<file path="src/rtl/core/vne_pkg.sv">
// vne_pkg: shared types and constants of the voxel neighbor enumerator.
// Used by vne_ctrl, vne_dp, voxel_neighbor_enumerator, vne_checker and tb; no dependencies.
package vne_pkg;

    localparam int VNE_COORD_BITS = 10;
    localparam int ID_W           = 30;
    localparam int CFG_IDX_W      = 3;
    localparam int CFG_DATA_W     = 11;

    // configuration register indexes
    localparam logic [CFG_IDX_W-1:0] REG_DIM_X      = 3'd0;
    localparam logic [CFG_IDX_W-1:0] REG_DIM_Y      = 3'd1;
    localparam logic [CFG_IDX_W-1:0] REG_DIM_Z      = 3'd2;
    localparam logic [CFG_IDX_W-1:0] REG_ORTHOGONAL = 3'd3;
    localparam logic [CFG_IDX_W-1:0] REG_THREE_D    = 3'd4;

    // per-axis offset codes: step -1, 0, +1
    localparam logic [1:0] OFF_NEG  = 2'd0;
    localparam logic [1:0] OFF_ZERO = 2'd1;
    localparam logic [1:0] OFF_POS  = 2'd2;

    typedef enum logic [3:0] {
        ST_IDLE,
        ST_MUL_PLANE,
        ST_MUL_VOL,
        ST_CHECK,
        ST_DIV_K,
        ST_ROW_INIT,
        ST_DIV_J,
        ST_WALK_INIT,
        ST_WALK,
        ST_FINISH
    } vne_state_t;

    // controller -> datapath
    typedef struct packed {
        logic load_id;
        logic mul_plane;
        logic mul_vol;
        logic div_init_plane;
        logic div_init_row;
        logic div_step;
        logic walk_init;
        logic walk_step;
        logic finish;
    } vne_cmd_t;

    // datapath -> controller
    typedef struct packed {
        logic out_of_range;
        logic div_done;
        logic walk_end;
        logic cand;
        logic pend;
        logic can_push;
    } vne_sts_t;

endpackage

</file>
<file path="src/rtl/core/vne_ctrl.sv">
// vne_ctrl: sequencing state machine of the voxel neighbor enumerator.
// Depends on vne_pkg; drives vne_dp through vne_cmd_t, reads vne_sts_t.
module vne_ctrl import vne_pkg::*; (
    input  logic     aclk,
    input  logic     aresetn,
    input  logic     s_valid,
    output logic     s_ready,
    input  vne_sts_t sts,
    output vne_cmd_t cmd
);

    vne_state_t state_reg, state_next;

    always_ff @(posedge aclk) begin
        if (!aresetn) begin
            state_reg <= ST_IDLE;
        end else begin
            state_reg <= state_next;
        end
    end

    always_comb begin
        state_next = state_reg;
        case (state_reg)
            ST_IDLE: begin
                if (s_valid) state_next = ST_MUL_PLANE;
            end
            ST_MUL_PLANE: state_next = ST_MUL_VOL;
            ST_MUL_VOL:   state_next = ST_CHECK;
            ST_CHECK: begin
                if (sts.out_of_range) state_next = ST_FINISH;
                else state_next = ST_DIV_K;
            end
            ST_DIV_K: begin
                if (sts.div_done) state_next = ST_ROW_INIT;
            end
            ST_ROW_INIT: state_next = ST_DIV_J;
            ST_DIV_J: begin
                if (sts.div_done) state_next = ST_WALK_INIT;
            end
            ST_WALK_INIT: state_next = ST_WALK;
            ST_WALK: begin
                // hold while a second hit would overwrite an unsent one
                if (!(sts.cand && sts.pend && !sts.can_push) && sts.walk_end) begin
                    state_next = ST_FINISH;
                end
            end
            ST_FINISH: begin
                if (sts.can_push) state_next = ST_IDLE;
            end
            default: state_next = ST_IDLE;
        endcase
    end

    always_comb begin
        cmd     = '0;
        s_ready = 1'b0;
        case (state_reg)
            ST_IDLE: begin
                s_ready     = 1'b1;
                cmd.load_id = s_valid;
            end
            ST_MUL_PLANE: cmd.mul_plane = 1'b1;
            ST_MUL_VOL:   cmd.mul_vol   = 1'b1;
            ST_CHECK:     cmd.div_init_plane = !sts.out_of_range;
            ST_DIV_K:     cmd.div_step = 1'b1;
            ST_ROW_INIT:  cmd.div_init_row = 1'b1;
            ST_DIV_J:     cmd.div_step = 1'b1;
            ST_WALK_INIT: cmd.walk_init = 1'b1;
            ST_WALK:      cmd.walk_step = !(sts.cand && sts.pend && !sts.can_push);
            ST_FINISH:    cmd.finish = sts.can_push;
            default: begin
                cmd     = '0;
                s_ready = 1'b0;
            end
        endcase
    end

endmodule

</file>
<file path="src/rtl/core/vne_dp.sv">
// vne_dp: datapath of the voxel neighbor enumerator: config registers, multipliers,
// shared restoring divider, offset walker and output register. Depends on vne_pkg.
module vne_dp import vne_pkg::*; #(
    parameter int COORD_BITS = VNE_COORD_BITS
) (
    input  logic                  aclk,
    input  logic                  aresetn,
    input  logic                  cfg_we,
    input  logic [CFG_IDX_W-1:0]  cfg_index,
    input  logic [CFG_DATA_W-1:0] cfg_data,
    input  logic [ID_W-1:0]       s_voxel_id,
    input  vne_cmd_t              cmd,
    output vne_sts_t              sts,
    input  logic                  m_ready,
    output logic                  m_valid,
    output logic [ID_W-1:0]       m_neighbor_id,
    output logic                  m_found,
    output logic                  m_last
);

    // QB: coordinate / quotient bits, CDW: clamped dimension bits
    localparam int QB  = (COORD_BITS < 11) ? COORD_BITS : 11;
    localparam int CDW = (COORD_BITS < 11) ? COORD_BITS + 1 : 11;
    localparam int PW  = 2 * CDW;
    localparam int VW  = (3 * CDW > ID_W) ? 3 * CDW : ID_W;
    localparam int W   = (PW + QB > ID_W) ? PW + QB : ID_W;
    localparam int CW  = (QB > 1) ? $clog2(QB) : 1;
    localparam logic [17:0] DIM_LIM = 18'(1) << COORD_BITS;

    function automatic logic [CDW-1:0] clamp_dim(input logic [CFG_DATA_W-1:0] d);
        logic [17:0] de;
        de = 18'(d);
        if (de == 18'd0) return CDW'(1);
        else if (de > DIM_LIM) return CDW'(DIM_LIM);
        else return CDW'(de);
    endfunction

    logic [CFG_DATA_W-1:0] dim_x_reg, dim_y_reg, dim_z_reg;
    logic                  orth_reg, three_d_reg;

    logic [CDW-1:0] dxc, dyc, dzc;
    logic [ID_W-1:0] id_reg;
    logic [PW-1:0]   plane_reg;
    logic [VW-1:0]   vol_reg;

    logic [W-1:0]    rem_reg, dsh_reg;
    logic [QB-1:0]   quo_reg;
    logic [CW-1:0]   cnt_reg;
    logic [QB-1:0]   ci_reg, cj_reg, ck_reg;

    logic [1:0]      ox_reg, oy_reg, oz_reg;
    logic            pend_reg;
    logic [ID_W-1:0] pend_id_reg;

    logic            out_valid_reg;
    logic [ID_W-1:0] out_id_reg;
    logic            out_found_reg, out_last_reg;

    logic            rem_ge;
    logic            inb_x, inb_y, inb_z;
    logic [1:0]      nz;
    logic            cand;
    logic [ID_W-1:0] tx, ty, tz, nbr_id;
    logic            can_push;

    // ---- configuration
    always_ff @(posedge aclk) begin
        if (!aresetn) begin
            dim_x_reg   <= CFG_DATA_W'(1);
            dim_y_reg   <= CFG_DATA_W'(1);
            dim_z_reg   <= CFG_DATA_W'(1);
            orth_reg    <= 1'b0;
            three_d_reg <= 1'b1;
        end else if (cfg_we) begin
            case (cfg_index)
                REG_DIM_X:      dim_x_reg   <= cfg_data;
                REG_DIM_Y:      dim_y_reg   <= cfg_data;
                REG_DIM_Z:      dim_z_reg   <= cfg_data;
                REG_ORTHOGONAL: orth_reg    <= cfg_data[0];
                REG_THREE_D:    three_d_reg <= cfg_data[0];
                default: ;
            endcase
        end
    end

    always_comb begin
        dxc = clamp_dim(dim_x_reg);
        dyc = clamp_dim(dim_y_reg);
        dzc = clamp_dim(dim_z_reg);
    end

    // ---- sizes and divider
    assign rem_ge = (rem_reg >= dsh_reg);

    always_ff @(posedge aclk) begin
        if (cmd.load_id)   id_reg    <= s_voxel_id;
        if (cmd.mul_plane) plane_reg <= PW'(dxc) * PW'(dyc);
        if (cmd.mul_vol)   vol_reg   <= VW'(plane_reg) * VW'(dzc);
        if (cmd.div_init_plane) begin
            rem_reg <= W'(id_reg);
            dsh_reg <= W'(plane_reg) << (QB - 1);
            quo_reg <= '0;
            cnt_reg <= CW'(QB - 1);
        end else if (cmd.div_init_row) begin
            ck_reg  <= quo_reg;
            dsh_reg <= W'(dxc) << (QB - 1);
            quo_reg <= '0;
            cnt_reg <= CW'(QB - 1);
        end else if (cmd.div_step) begin
            if (rem_ge) rem_reg <= rem_reg - dsh_reg;
            dsh_reg <= dsh_reg >> 1;
            quo_reg <= {quo_reg[QB-2:0], rem_ge};
            cnt_reg <= cnt_reg - CW'(1);
        end
        if (cmd.walk_init) begin
            cj_reg <= quo_reg;
            ci_reg <= QB'(rem_reg);
        end
    end

    // ---- offset walk
    always_comb begin
        inb_x = !((ox_reg == OFF_NEG && ci_reg == '0) ||
                  (ox_reg == OFF_POS && CDW'(ci_reg) == dxc - CDW'(1)));
        inb_y = !((oy_reg == OFF_NEG && cj_reg == '0) ||
                  (oy_reg == OFF_POS && CDW'(cj_reg) == dyc - CDW'(1)));
        inb_z = !((oz_reg == OFF_NEG && ck_reg == '0) ||
                  (oz_reg == OFF_POS && CDW'(ck_reg) == dzc - CDW'(1)));
        nz = 2'((ox_reg != OFF_ZERO)) + 2'((oy_reg != OFF_ZERO)) + 2'((oz_reg != OFF_ZERO));
        cand = inb_x && inb_y && inb_z && (nz != 2'd0) && (!orth_reg || nz == 2'd1);

        // neighbor id = centre + dx_off + dy_off*dim_x + dz_off*plane, mod 2^30
        case (ox_reg)
            OFF_NEG: tx = '1;
            OFF_POS: tx = ID_W'(1);
            default: tx = '0;
        endcase
        case (oy_reg)
            OFF_NEG: ty = ID_W'(0) - ID_W'(dxc);
            OFF_POS: ty = ID_W'(dxc);
            default: ty = '0;
        endcase
        case (oz_reg)
            OFF_NEG: tz = ID_W'(0) - ID_W'(plane_reg);
            OFF_POS: tz = ID_W'(plane_reg);
            default: tz = '0;
        endcase
        nbr_id = id_reg + tx + ty + tz;
    end

    always_ff @(posedge aclk) begin
        if (cmd.walk_init) begin
            ox_reg <= OFF_NEG;
            oy_reg <= OFF_NEG;
            oz_reg <= three_d_reg ? OFF_NEG : OFF_ZERO;
        end else if (cmd.walk_step) begin
            if (ox_reg == OFF_POS) begin
                ox_reg <= OFF_NEG;
                if (oy_reg == OFF_POS) begin
                    oy_reg <= OFF_NEG;
                    oz_reg <= oz_reg + 2'd1;
                end else begin
                    oy_reg <= oy_reg + 2'd1;
                end
            end else begin
                ox_reg <= ox_reg + 2'd1;
            end
        end
        if (cmd.walk_step && cand) pend_id_reg <= nbr_id;
    end

    // one hit is held back so the final one can carry last
    always_ff @(posedge aclk) begin
        if (!aresetn) begin
            pend_reg <= 1'b0;
        end else if (cmd.load_id) begin
            pend_reg <= 1'b0;
        end else if (cmd.walk_step && cand) begin
            pend_reg <= 1'b1;
        end
    end

    // ---- output register
    assign can_push = !out_valid_reg || m_ready;

    always_ff @(posedge aclk) begin
        if (!aresetn) begin
            out_valid_reg <= 1'b0;
        end else if ((cmd.walk_step && cand && pend_reg) || cmd.finish) begin
            out_valid_reg <= 1'b1;
        end else if (m_ready) begin
            out_valid_reg <= 1'b0;
        end
    end

    always_ff @(posedge aclk) begin
        if (cmd.walk_step && cand && pend_reg) begin
            out_id_reg    <= pend_id_reg;
            out_found_reg <= 1'b1;
            out_last_reg  <= 1'b0;
        end else if (cmd.finish) begin
            out_id_reg    <= pend_reg ? pend_id_reg : '0;
            out_found_reg <= pend_reg;
            out_last_reg  <= 1'b1;
        end
    end

    assign m_valid       = out_valid_reg;
    assign m_neighbor_id = out_id_reg;
    assign m_found       = out_found_reg;
    assign m_last        = out_last_reg;

    always_comb begin
        sts.out_of_range = (VW'(id_reg) >= vol_reg);
        sts.div_done     = (cnt_reg == '0);
        sts.walk_end     = (ox_reg == OFF_POS) && (oy_reg == OFF_POS) &&
                           (oz_reg == OFF_POS || !three_d_reg);
        sts.cand         = cand;
        sts.pend         = pend_reg;
        sts.can_push     = can_push;
    end

endmodule

</file>
<file path="src/rtl/core/voxel_neighbor_enumerator.sv">
// voxel_neighbor_enumerator: top level, joins controller and datapath.
// Depends on vne_pkg, vne_ctrl and vne_dp.
//
//  channel | ports                                      | dir | beat
//  --------+--------------------------------------------+-----+-------------------------
//  s_      | s_valid s_ready s_voxel_id                 | in  | one centre voxel id
//  m_      | m_valid m_ready m_neighbor_id m_found m_last | out | one neighbor, last marked
//  cfg_    | cfg_valid cfg_ready cfg_index cfg_data     | in  | one register write
//
// Per input beat: two multiplies, a range check, two divisions (plane, then dim_x)
// on the shared one-bit-per-cycle divider, a one-offset-per-cycle walk over 27
// offsets (3D) or 9 (2D) and a final beat; out-of-range ids skip to the final beat.
// A new centre beat is taken only while idle. Result stalls on m_ready hold the
// walker only when a second hit meets a full output register. Reset (aresetn,
// synchronous, active low) restores the register defaults; no clearing pass.
// cfg_ready is always high; writes are expected only while the block is idle.
module voxel_neighbor_enumerator import vne_pkg::*; #(
    parameter int COORD_BITS = VNE_COORD_BITS
) (
    input  logic                  aclk,
    input  logic                  aresetn,
    // centre voxel beats
    input  logic                  s_valid,
    output logic                  s_ready,
    input  logic [ID_W-1:0]       s_voxel_id,
    // neighbor beats
    output logic                  m_valid,
    input  logic                  m_ready,
    output logic [ID_W-1:0]       m_neighbor_id,
    output logic                  m_found,
    output logic                  m_last,
    // register writes
    input  logic                  cfg_valid,
    output logic                  cfg_ready,
    input  logic [CFG_IDX_W-1:0]  cfg_index,
    input  logic [CFG_DATA_W-1:0] cfg_data
);

    vne_cmd_t cmd;
    vne_sts_t sts;

    // registers take a write every cycle
    assign cfg_ready = 1'b1;

    vne_ctrl u_ctrl (
        .aclk    (aclk),
        .aresetn (aresetn),
        .s_valid (s_valid),
        .s_ready (s_ready),
        .sts     (sts),
        .cmd     (cmd)
    );

    vne_dp #(
        .COORD_BITS (COORD_BITS)
    ) u_dp (
        .aclk          (aclk),
        .aresetn       (aresetn),
        .cfg_we        (cfg_valid && cfg_ready),
        .cfg_index     (cfg_index),
        .cfg_data      (cfg_data),
        .s_voxel_id    (s_voxel_id),
        .cmd           (cmd),
        .sts           (sts),
        .m_ready       (m_ready),
        .m_valid       (m_valid),
        .m_neighbor_id (m_neighbor_id),
        .m_found       (m_found),
        .m_last        (m_last)
    );

endmodule

</file>
<file path="config.mk">
export PLATFORM = sky130hd
export DESIGN_NAME = voxel_neighbor_enumerator
export DESIGN_NICKNAME = d
export VERILOG_FILES = /design/src/rtl/core/vne_pkg.sv /design/src/rtl/core/vne_ctrl.sv /design/src/rtl/core/vne_dp.sv /design/src/rtl/core/voxel_neighbor_enumerator.sv
export SDC_FILE = /design/constraint.sdc
export NUM_CORES = 2
export LEC_CHECK = 0
export BUFFER_PORTS_ARGS = -buffer_cell sky130_fd_sc_hd__clkbuf_2
export CAP_MARGIN = 20
export CORE_ASPECT_RATIO = 1.2
export CORE_UTILIZATION = 45
export DETAILED_ROUTE_END_ITERATION = 8
export PLACE_DENSITY_LB_ADDON = 0.08
export SYNTH_ARGS = -nofsm -noshare
export SYNTH_HDL_FRONTEND = slang
export SYNTH_HIERARCHICAL = 1
export SYNTH_SLANG_ARGS = --single-unit
</file>
<file path="constraint.sdc">
create_clock -name aclk -period 17.15 [get_ports aclk]
set_clock_uncertainty 0.15 [all_clocks]
set_input_delay 3.43 -clock aclk [delete_from_list [all_inputs] [get_ports aclk]]
set_output_delay 3.43 -clock aclk [all_outputs]
set_load 0.02 [all_outputs]
</file>
==> flow_summary.yaml <==
synth:
  yosys_warnings: 6
  synth_edf_count: 229
  syn-num-nets: 3712
  synth_area_sq_um: 29500
  synth_cells: 3115
  yosysSeqAreaShare: 0.282
  synthArstFlopShare: 0
  synth_seq_cells: 301
  ys.flop_type: "edfxtp_1"
  avgSynthCellArea_sq_um: 9.48
  synth_cell_types: 89
routing:
  wl_mm: 84.0
  via_per_inst: 5.54
  drt_iter0_drc: 1259
  antenna_left: 0
  vias: 22100
  dr.pass1.iters: 6
  drc_errors: 0
  wl_per_cell_microns: 21.0
global_routing:
  grt_pass1_vias: 23300
  grt_max_degree: 80
  grt_overflow: 0
  grt_util_all_layers: 0.260
  grt_pass1_wl_mm: 132
  antenna_found_initial: 0
status:
  status: "complete, no violations"
critical_path:
  crit_path_top_delay_cell: "nor2b_1"
  r2r_start: "u_dp/dim_z_reg[4]"
  crit_required_ns: 17.42
  cp-end-kind: "register"
  worstPathArrival_ns: 7.45
  max_stage_delay_ns: 0.79
  worstPathCellList: "nor2b_1 -> nand2_1 -> fa_1 -> fa_1 -> fa_1 -> inv_1 -> fa_1 -> inv_1 -> fa_1 -> inv_1 -> ha_1 -> a2111oi_0 -> o21a_1 -> o21ai_0 -> a211oi_1 -> o21ai_1 -> and4b_1 -> or3_1 -> nand3_1"
  cp_max_fo: 11
  rr_worst_depth: 19
  r2r_slack_ns: 9.96
  critPathLaunchType: "register"
  crit_top_cell: "fa_1"
  r2r-end: "u_dp/vol_reg[32]"
  crit_type: "reg2reg"
timing:
  setup_viol: 0
  setup-tns-final_ns: 0
  fin_crit_sh: 0.419
  max_slew.worst_pin.slew_ns: 1.19
  hold_viol: 0
  max_freq_mhz: 139
  finalMaxSlewViolations: 0
  grt_setup_unrepaired: "false"
  relSlewSlack: 0.207
  hold_slack_ns: 0.336
  setup_ws_ns: 9.96
  fin_crit_ns: 7.19
power:
  leakagePower_nw: 14.1
  power_density_nw_per_um2: 148
  vdd_drop_max_mv: 0.123
  power.total_mw: 4.72
placed_design:
  numPortBuffers: 82
  gp_congestion: 0.917
  hpwl_mm: 66.8
  place_inst: 3931
  dpl_cell_area_sq_um: 30800
  place_ws_ns: 10.02
floorplanning:
  die_height_microns: 283
  die_x_microns: 236
  core_sq_um: 64700
  io_pins: 84
  num_rows: 102
  die_area_sq_um: 66600
  start_util: 0.456
clock_tree:
  hold_buffers: 0
  clockBufferDepth: 3
  path_clk_slew_ns: 0.07
  cts_buffers: 35
  cts_tree: "built"
  htreeDepth: 2
  clock-sinks: 301
  cts-resized-gates: 0
  post_cts_buffers: 0
  insertion_delay_ns: 0.58
  clk_root_buffer_cell: "clkbuf_16"
final_layout:
  nets: 3733
  final_util: 0.492
  fin_area_sq_um: 31800
  fillCellCount: 6103
  syn2layout_area_growth_pct: 7.86
  drive_gt1_frac: 0.0677
  largest_reg_flops: 33
  n_antenna_cell: 0
  fin_cells: 3995
  final_cell_mix: "inv_1, nand2_1, fa_1"
  final_common_cell: "inv_1"
hold_path:
  worstHoldPathCells: 2
  hold_end: "u_dp/rem_reg[31]"
  hold_class: "reg2reg"
  min-delay-start: "u_dp/rem_reg[31]"
job:
  cap_violations: 0
==> metal layers <==
| layer | wire length [microns] | up-vias | track usage |
|---|---|---|---|
| met5 | 0 | - | 0 |
| met4 | 3870 | 0 | 0.113 |
| met3 | 3290 | 147 | 0.0252 |
| met2 | 42700 | 563 | 0.478 |
| met1 | 34100 | 11100 | 0.307 |
| li1 | - | 10400 | - |
==> cell type report <==
class | count | area [sq um] | area share
repair buffers | 115 | 658 | 0.0207
well taps | 832 | 1040 | 0.0327
inverters | 448 | 1680 | 0.0528
flip-flops and latches | 301 | 8320 | 0.261
clock buffers | 44 | 910 | 0.0286
multi-input cells | 2235 | 19100 | 0.599
clock inverters | 20 | 171 | 0.00538
==> kinds of logic after synthesis <==
family                     Yosys count  synth area share
and+or+nand+nor                   1013             0.167
buffers and inverters              579            0.0748
adders and majority gates          548             0.313
AOI/OAI and AO/OA                  512             0.114
DFF                                301             0.282
xor gates and xnor gates           133            0.0395
muxes                               28           0.00962
other                                1          0.000127
==> synth_stat cells (30+ instances only) <==
cell type | count | area, sq um
a21o_1 | 44 | 330
nor2_1 | 187 | 702
clkbuf_1 | 113 | 424
edfxtp_1 | 229 | 6880
and2_1 | 158 | 988
a21boi_0 | 35 | 263
nand2b_1 | 32 | 200
xnor2_1 | 90 | 788
a21oi_1 | 107 | 536
inv_1 | 445 | 1670
nor2b_1 | 40 | 250
nand2_1 | 377 | 1420
fa_1 | 319 | 6390
ha_1 | 229 | 2870
xor2_1 | 43 | 377
o21a_1 | 32 | 240
o21ai_0 | 116 | 581
nand3_1 | 30 | 150
dfxtp_1 | 72 | 1440
nor3_1 | 58 | 290
==> worst max path at each step <==
stage | start | endpoint | slack [ns] | cells past startpoint
finish | u_dp/dim_z_reg[4] | u_dp/vol_reg[32] | 9.96 | 19
global route | u_dp/dim_x_reg[5] | u_dp/plane_reg[20] | 9.61 | 23
CTS | u_dp/dim_z_reg[4] | u_dp/vol_reg[32] | 9.88 | 19
detailed placement | u_dp/dim_z_reg[4] | u_dp/vol_reg[32] | 10.02 | 19
global placement | u_dp/dim_z_reg[4] | u_dp/vol_reg[32] | 10.20 | 21
floorplan | u_dp/ox_reg[0] | u_dp/pend_id_reg[28] | 10.33 | 15
==> critical path, delay by kind of cell (launching register included) <==
| family | cells | cell delay [ns] |
|---|---|---|
| AO/OA/AOI/OAI | 5 | 1.70 |
| buffers and inverters | 3 | 0.15 |
| AND/OR/NAND/NOR | 5 | 1.71 |
| flip-flops | 1 | 0.38 |
| adder cells (fa/ha/maj) | 6 | 2.92 |
==> where the power goes <==
part           leakage, nW  total (mW)  internal, mW  switching (mW)
Sequential            2.71        1.28          1.09           0.193
Clock                0.514       0.724         0.397           0.327
Combinational         10.9        2.71          1.14            1.57
Power figures use the tool's default switching activity.
